**src/hw/rtl/cnf_pkg.sv**
```systemverilog
// ----------------------------------------------------------------------------
// Contact normal force package
// Beat types, mode codes and pipeline constants shared by all modules.
// ----------------------------------------------------------------------------
package cnf_pkg;

    typedef struct packed {
        logic        [31:0] stiffness;
        logic        [31:0] damping;
        logic signed [31:0] overlap_depth;
        logic signed [15:0] dir_x;
        logic signed [15:0] dir_y;
        logic signed [15:0] dir_z;
        logic signed [31:0] vel_x;
        logic signed [31:0] vel_y;
        logic signed [31:0] vel_z;
    } t_cnf_in;

    typedef struct packed {
        logic signed [47:0] force_x;
        logic signed [47:0] force_y;
        logic signed [47:0] force_z;
        logic               force_zeroed;
        logic               saturated;
    } t_cnf_out;

    typedef enum logic [2:0] {
        MODE_LINEAR     = 3'd0,
        MODE_HERTZ      = 3'd1,
        MODE_NO_TENSION = 3'd2,
        MODE_BONDED     = 3'd3,
        MODE_BONDED_NT  = 3'd4
    } t_cnf_mode;

    // Force, spring and damping part, square and sum widths.
    localparam int CNF_FORCE_W = 48;
    localparam int CNF_PART_W  = 50;
    localparam int CNF_SQ_W    = 2 * CNF_PART_W;
    localparam int CNF_SUM_W   = CNF_SQ_W + 2;

    // Square root of a 48-bit radicand, one result bit per stage.
    localparam int CNF_RAD_W        = 48;
    localparam int CNF_ROOT_W       = CNF_RAD_W / 2;
    localparam int CNF_SQRT_STAGES  = CNF_ROOT_W;

    // Front stages after the root, stages of the square-magnitude unit.
    localparam int CNF_MID_STAGES   = 5;
    localparam int CNF_SQ_STAGES    = 4;
    localparam int CNF_LATENCY      = 1 + CNF_SQRT_STAGES + CNF_MID_STAGES
                                      + CNF_SQ_STAGES + 1;

    localparam logic signed [CNF_FORCE_W-1:0] CNF_FMAX = {1'b0, {(CNF_FORCE_W-1){1'b1}}};
    localparam logic signed [CNF_FORCE_W-1:0] CNF_FMIN = {1'b1, {(CNF_FORCE_W-1){1'b0}}};

    // Force path values travelling beside the square-magnitude unit.
    typedef struct packed {
        logic signed [CNF_FORCE_W-1:0] f_x;
        logic signed [CNF_FORCE_W-1:0] f_y;
        logic signed [CNF_FORCE_W-1:0] f_z;
        logic                          f_sat;
        logic                          s_sat;
        logic                          zero_en;
    } t_cnf_tail;

endpackage

```
**src/hw/rtl/cnf_isqrt.sv**
```systemverilog
// ----------------------------------------------------------------------------
// Pipelined integer square root
// Restoring square root, one root bit per register stage, with the
// contact beat carried alongside.
// ----------------------------------------------------------------------------
module cnf_isqrt (
    input  logic                           i_clk,
    input  logic                           i_rst_n,
    input  logic                           i_valid,
    input  logic [cnf_pkg::CNF_RAD_W-1:0]  i_rad,
    input  cnf_pkg::t_cnf_in               i_item,
    output logic                           o_valid,
    output logic [cnf_pkg::CNF_ROOT_W-1:0] o_root,
    output cnf_pkg::t_cnf_in               o_item
);
    import cnf_pkg::*;

    localparam int REM_W = CNF_ROOT_W + 3;

    logic                  w_v    [CNF_SQRT_STAGES+1];
    logic [CNF_ROOT_W-1:0] w_q    [CNF_SQRT_STAGES+1];
    logic [REM_W-1:0]      w_rem  [CNF_SQRT_STAGES+1];
    logic [CNF_RAD_W-1:0]  w_x    [CNF_SQRT_STAGES+1];
    t_cnf_in               w_item [CNF_SQRT_STAGES+1];

    assign w_v[0]    = i_valid;
    assign w_q[0]    = '0;
    assign w_rem[0]  = '0;
    assign w_x[0]    = i_rad;
    assign w_item[0] = i_item;

    for (genvar g = 0; g < CNF_SQRT_STAGES; g++) begin : g_stage
        logic                  r_v;
        logic [CNF_ROOT_W-1:0] r_q;
        logic [REM_W-1:0]      r_rem;
        logic [CNF_RAD_W-1:0]  r_x;
        t_cnf_in               r_item;
        logic [REM_W-1:0]      rs;
        logic [REM_W-1:0]      trial;
        logic                  take;

        // Bring down the next two radicand bits and try root bit one.
        assign rs    = {w_rem[g][REM_W-3:0], w_x[g][CNF_RAD_W-1 -: 2]};
        assign trial = {1'b0, w_q[g], 2'b01};
        assign take  = (rs >= trial);

        always_ff @(posedge i_clk) begin
            if (!i_rst_n) begin
                r_v <= 1'b0;
            end else begin
                r_v <= w_v[g];
            end
        end

        always_ff @(posedge i_clk) begin
            if (w_v[g]) begin
                r_q    <= {w_q[g][CNF_ROOT_W-2:0], take};
                r_rem  <= take ? (rs - trial) : rs;
                r_x    <= {w_x[g][CNF_RAD_W-3:0], 2'b00};
                r_item <= w_item[g];
            end
        end

        assign w_v[g+1]    = r_v;
        assign w_q[g+1]    = r_q;
        assign w_rem[g+1]  = r_rem;
        assign w_x[g+1]    = r_x;
        assign w_item[g+1] = r_item;
    end

    assign o_valid = w_v[CNF_SQRT_STAGES];
    assign o_root  = w_q[CNF_SQRT_STAGES];
    assign o_item  = w_item[CNF_SQRT_STAGES];

    // The final remainder is not needed; keep it observed for lint.
    logic unused_rem;
    assign unused_rem = ^w_rem[CNF_SQRT_STAGES] ^ ^w_x[CNF_SQRT_STAGES];

endmodule

```
**config.mk**
```make
export PLATFORM = sky130hd
export DESIGN_NAME = cnf_isqrt
export DESIGN_NICKNAME = d
export VERILOG_FILES = /design/src/hw/rtl/cnf_pkg.sv /design/src/hw/rtl/cnf_isqrt.sv
export SDC_FILE = /design/constraint.sdc
export NUM_CORES = 2
export LEC_CHECK = 0
export BUFFER_PORTS_ARGS = -buffer_cell sky130_fd_sc_hd__buf_4
export CAP_MARGIN = 20
export CORE_MARGIN = 3
export CORE_UTILIZATION = 60
export DETAILED_ROUTE_END_ITERATION = 12
export PLACE_DENSITY = 0.73
export SLEW_MARGIN = 30
export SYNTH_ARGS = -nofsm -noshare
export SYNTH_HDL_FRONTEND = slang
export SYNTH_SLANG_ARGS = --single-unit
export TNS_END_PERCENT = 1
```
**constraint.sdc**
```tcl
create_clock -name i_clk -period 17.44 [get_ports i_clk]
set_input_delay 0.872 -clock i_clk [delete_from_list [all_inputs] [get_ports i_clk]]
set_output_delay 0.872 -clock i_clk [all_outputs]
set_load 0.02 [all_outputs]
```
# Yosys cells after proc, flatten, opt, wreduce, memory -nomap -nowiden
# Cells that the tools add are included.
# W data, S select, Z words.
[totals]
input_bits = 291
reg_bits = 7189
[classes]
n_addsub = 23
n_lt_le_gt_ge = 24
muxes = 23
[op_table]
columns = ["op", "count"]
rows = [
  ["$mux W25", 22],
  ["$ge A27 B10 Y1", 1],
  ["$ge A27 B11 Y1", 1],
  ["$ge A27 B12 Y1", 1],
  ["$ge A27 B13 Y1", 1],
  ["$ge A27 B14 Y1", 1],
  ["$ge A27 B15 Y1", 1],
  ["$ge A27 B16 Y1", 1],
  ["$ge A27 B17 Y1", 1],
  ["$ge A27 B18 Y1", 1],
  ["$ge A27 B19 Y1", 1],
  ["$ge A27 B20 Y1", 1],
  ["$ge A27 B21 Y1", 1],
  ["$ge A27 B22 Y1", 1],
  ["$ge A27 B23 Y1", 1],
  ["$ge A27 B24 Y1", 1],
  ["$ge A27 B25 Y1", 1],
  ["$ge A27 B3 Y1", 1],
  ["$ge A27 B4 Y1", 1],
  ["$ge A27 B5 Y1", 1],
  ["$ge A27 B6 Y1", 1],
  ["$ge A27 B7 Y1", 1],
  ["$ge A27 B8 Y1", 1],
  ["$ge A27 B9 Y1", 1],
  ["25 further kinds", 25],
]

# Depth between registers and ports, before layout
[logic_depth]
word_depth = 2
depth_mapped = 13
mapped_depth_nobuf = 12

# Worst setup path before layout
# OpenSTA, ideal clock, no wires.
[synth_path]
path_type = "reg2reg"
start = "register g_stage[1].r_v"
end = "register g_stage[2].r_item[0] (netlist name), enable pin"
setup_ns = 0.703
arrival_time_ns = 7.081
slack_ns = 9.656
path_stages_with_launch = 1
path_cell_list = "dfxtp_1"
[synth_lines]
columns = ["element", "line", "source"]
rows = [
  ["start: declaration", "cnf_isqrt.sv:33", "logic r_v;"],
  ["start signal: assignment", "cnf_isqrt.sv:51", "r_v <= w_v[g];"],
  ["end signal: assignment", "cnf_isqrt.sv:60", "r_item <= w_item[g];"],
  ["end: declaration", "cnf_isqrt.sv:37", "t_cnf_in r_item;"],
]
# No word-level cell between the ends.

# Worst setup path after layout
[layout_path]
start = "register g_stage[20].r_rem[0]"
end = "register g_stage[21].r_rem[7], data pin"
[layout_via]
elab_chain_len = 2
[layout_lines]
columns = ["element", "line", "source"]
rows = [
  ["start: declaration", "cnf_isqrt.sv:35", "logic [REM_W-1:0] r_rem;"],
  ["start signal: assignment", "cnf_isqrt.sv:58", "r_rem <= take ? (rs - trial) : rs;"],
  ["$sub A25 B23 Y25 or $ge A27 B23 Y1 (tied branches)", "cnf_isqrt.sv:58, cnf_isqrt.sv:45", ""],
  ["$mux W25 *", "cnf_isqrt.sv:58", ""],
  ["end signal: assignment", "cnf_isqrt.sv:58", ""],
  ["end: declaration", "cnf_isqrt.sv:35", ""],
]
# Every way passes the cells marked *; elsewhere a longest branch is shown, timed or not.
# A chain may end at the register's enable or synchronous reset.

==> summary.md <==
| Metric | Value |
|---|---|
| Type of the worst setup path | register to register |
| Hold WS | approximately 85 ps |
| Commonest non-fill, non-tap cell in the layout | edfxtp_1 |
| GP Congestion | ~0.9 |
| Run status | finished, final reports clean |
| CP required | 18210 ps |
| # Post-CTS Setup Buffers | 0 |
| Syn Inst Count | 10.80k |
| Total gr overflow | 0 |
| Post-DRT Antenna Nets | 0 |
| Yosys warning count | 0 |
| Layout cells sized above 1 | 13.35% |
| CTS H-Tree Depth | 6 |
| Final setup vio count | 0 |
| Final wirelength | between 400000 and 500000 um |
| Area grow syn2layout | 14.87% |
| Initial core utilization | 60.50% |
| Worst r2r src | g_stage[20].r_rem[0] |
| Sequential fraction of the synthesis area | 90.27% |
| DRT Pass-1 Iters | 8 |
| Fmax | 0.2629 GHz |
| Die X | 636.5 um |
| Worst Hold Launch | i_item[90] |
| Number of synthesized flops with an enable pin | 7155 |
| Largest net degree at the start of global routing | ~150 |
| Most frequent cells in the layout | edfxtp_1 (7155), clkbuf_16 (676), buf_4 (640) |
| # resized after CTS | 0 |
| Clk root buf | clkbuf_16 |
| Number of clock sinks | slightly above 7k |
| Hpwl dp | 250500 um |
| Slew Limit Headroom | 32.21% |
| Die height | between 600 and 700 um |
| Reg2reg path depth | 9 |
| IO buf count | 555 |
| Final Total Pwr | 33.51 mW |
| Hold endpoint | g_stage[0].r_item[90] |
| Synth Net Count | 11.42k |
| Synthesized cell area | 238500 sq um |
| Cell count after placement | between 15k and 20k |
| Synth Area in Compound Gates | 2.612% |
| Fin crit share | between 20% and 30% |
| GRT Overall Usage | 23.44% |
| Max_cap viols | 0 |
| Synth cell types | 94 |
| Synthesized-area fraction occupied by adder cells | 1.705% |
| Max IR drop VDD | between 0.0001 and 0.00015 V |
| Final net count | 12.93k |
| Worst skew pair latency | about 1100 ps |
| Vias per cell | ~5.6 |
| Worst-path maximum fanout | 27 |
| Worst r2r dst | g_stage[21].r_rem[7] |
| IO Pins | 556 |
| Die area | 405200 sq um |
| CTS max path bufs | 4 |
| Largest family of logic cells by synthesized area | simple AND/OR/NAND/NOR gates |
| Most used DFF post-synth | edfxtp_1 |
| Drt wl/cell | between 20 and 30 um |
| Simple-Gate Fraction of Synth Area | about 2.8% |
| Synth Register Bits | 7179 |
| Worst hold path depth | 1 |
| R2R Setup Slk | 13640 ps |
| CP arrival | 4570 ps |
| Hold/Removal Path Class | input port to register |
| Final Hold Vio Count | 0 |
| TritonCTS clock tree | yes |
| Max-slew violation count | 0 |
| Post-synthesis mux area share | less than 1% |
| Worst setup EP type | register |
| DR vias | 101.5k |
| Power Dens Cells | 122.3 nW/um^2 |
| Cts bufs inserted | 664 |
| Number of global-route vias before repair | between 100k and 150k |
| First-pass GRT wire length | 697900 um |
| Slew @ Worst Pin | 1017 ps |
| Non-Filler Instances | 18.08k |
| Leak | between 90 and 100 nW |
| Hold-fix buffers at CTS | about 260 |
| Async S/R FF share, synth | 0% |
| CP Launch Type | register |
| RSZ-0062 raised after global routing | no |
| Initial drt markers | 8656 |
| Initial antenna violation count | 17 |
| Final core utilization | between 60 and 70% |
| DRC violations left | 0 |
| Cell Rows | 230 |
| Core Area | 394300 sq um |
| Worst Skew | about 95 ps |
| Setup_tns | 0 ps |
| Worst-path clk slew | 60 ps |
| Post-Synth XOR/XNOR Area | 1.538% |
| Post-layout min period | 3804 ps |
| Syn Area/Cell | ~22 sq um |
==> cells by family (layout without fill, tap and decap cells) <==
| kind of cell | count (synthesis) | after routing |
|---|---|---|
| compound gates | 991 | 991 |
| xor+xnor | 419 | 419 |
| fa+ha+maj | 325 | 325 |
| buf+inv | 531 | 2583 |
| flops | 7179 | 7179 |
| mux | 43 | 43 |
| other cells | 1 | 10 |
| simple gates | 1313 | 1313 |
==> area by class of cell <==
cell class,count,area [sq um]
clock inverters,381,3608
repair buffers,945,8118
well taps,5220,6531
clock buffers,824,17470
flip-flops and latches,7179,215400
fillers,22868,120300
diodes,9,22.52
inverters,433,1625
multi-input cells,3092,21200
==> report_power, final <==
part           internal, mW  switching, mW
sequential             18.9         0.0746
clock                  7.85           6.49
combinational         0.101          0.125
total                  26.8           6.69
==> synth_stat cells (all sizes together) (24+ instances only) <==
master	count	area share, %
a31oi	35	0.092
or2	30	0.079
a211oi	32	0.10
buf	34	0.068
o31ai	42	0.13
a21o	99	0.31
o21a	70	0.22
xnor2	239	0.88
xor2	180	0.66
nor3	142	0.31
and2	45	0.12
o21ai	254	0.53
nand2b	58	0.15
nand4	63	0.17
nor2b	49	0.13
nand3	95	0.20
or4	30	0.099
mux2	39	0.18
inv	433	0.68
o21bai	24	0.077
nor2	295	0.47
clkbuf	64	0.10
ha	325	1.7
nand2	289	0.45
edfxtp	7155	90
a21oi	290	0.61
or3	55	0.14
and3	30	0.079
nor4	69	0.18
dfxtp	24	0.20
==> worst max-delay path, stage by stage, from the launching register on <==
cell and delay (ps):
edfxtp_1 400, ha_1 380, o21ai_0 160, a211oi_1 550, a32oi_1 210, a21oi_1 300
nor2_1 120, a21oi_2 600, buf_4 420, mux2_2 380
==> how the worst max path moves through the flow <==
stage,from,end,depth (start not counted)
global route,g_stage[20].r_q[15],g_stage[21].r_rem[7],10
floorplan,g_stage[1].r_v,g_stage[2].r_item[0],0
detailed placement,g_stage[20].r_rem[0],g_stage[21].r_rem[7],9
finish,g_stage[20].r_rem[0],g_stage[21].r_rem[7],9
global placement,g_stage[20].r_q[0],g_stage[21].r_rem[7],10
CTS,g_stage[20].r_rem[0],g_stage[21].r_rem[7],9
==> layer usage <==
metal	vias to the layer above	share of wire, %	global-route usage (%)
li1	45417	-	-
met1	51538	35	27.00
met2	3607	55	43.76
met3	969	5.0	3.360
met4	2	4.8	9.722
met5	-	0.0023	0
==> state kept, by name, summed over array words and instances (netlist names) <==
| register | count |
|---|---|
| o_item | 240 |
| o_valid | 1 |
| g_stage.r_x | 552 |
| g_stage.r_q | 276 |
| g_stage.r_item | 5520 |
| o_root | 24 |
| g_stage.r_v | 23 |
| g_stage.r_rem | 543 |
==> through the flow <==
stage / setup slack, ps / area, sq um
floorplan: 9656 / 238500
global placement: 13690 / 249900
detailed placement: 13640 / 250100
CTS: 13610 / 273800
global route: 13380 / 274000
finish: 13640 / 274000
Note: power is estimated with default switching activity, not from simulation.
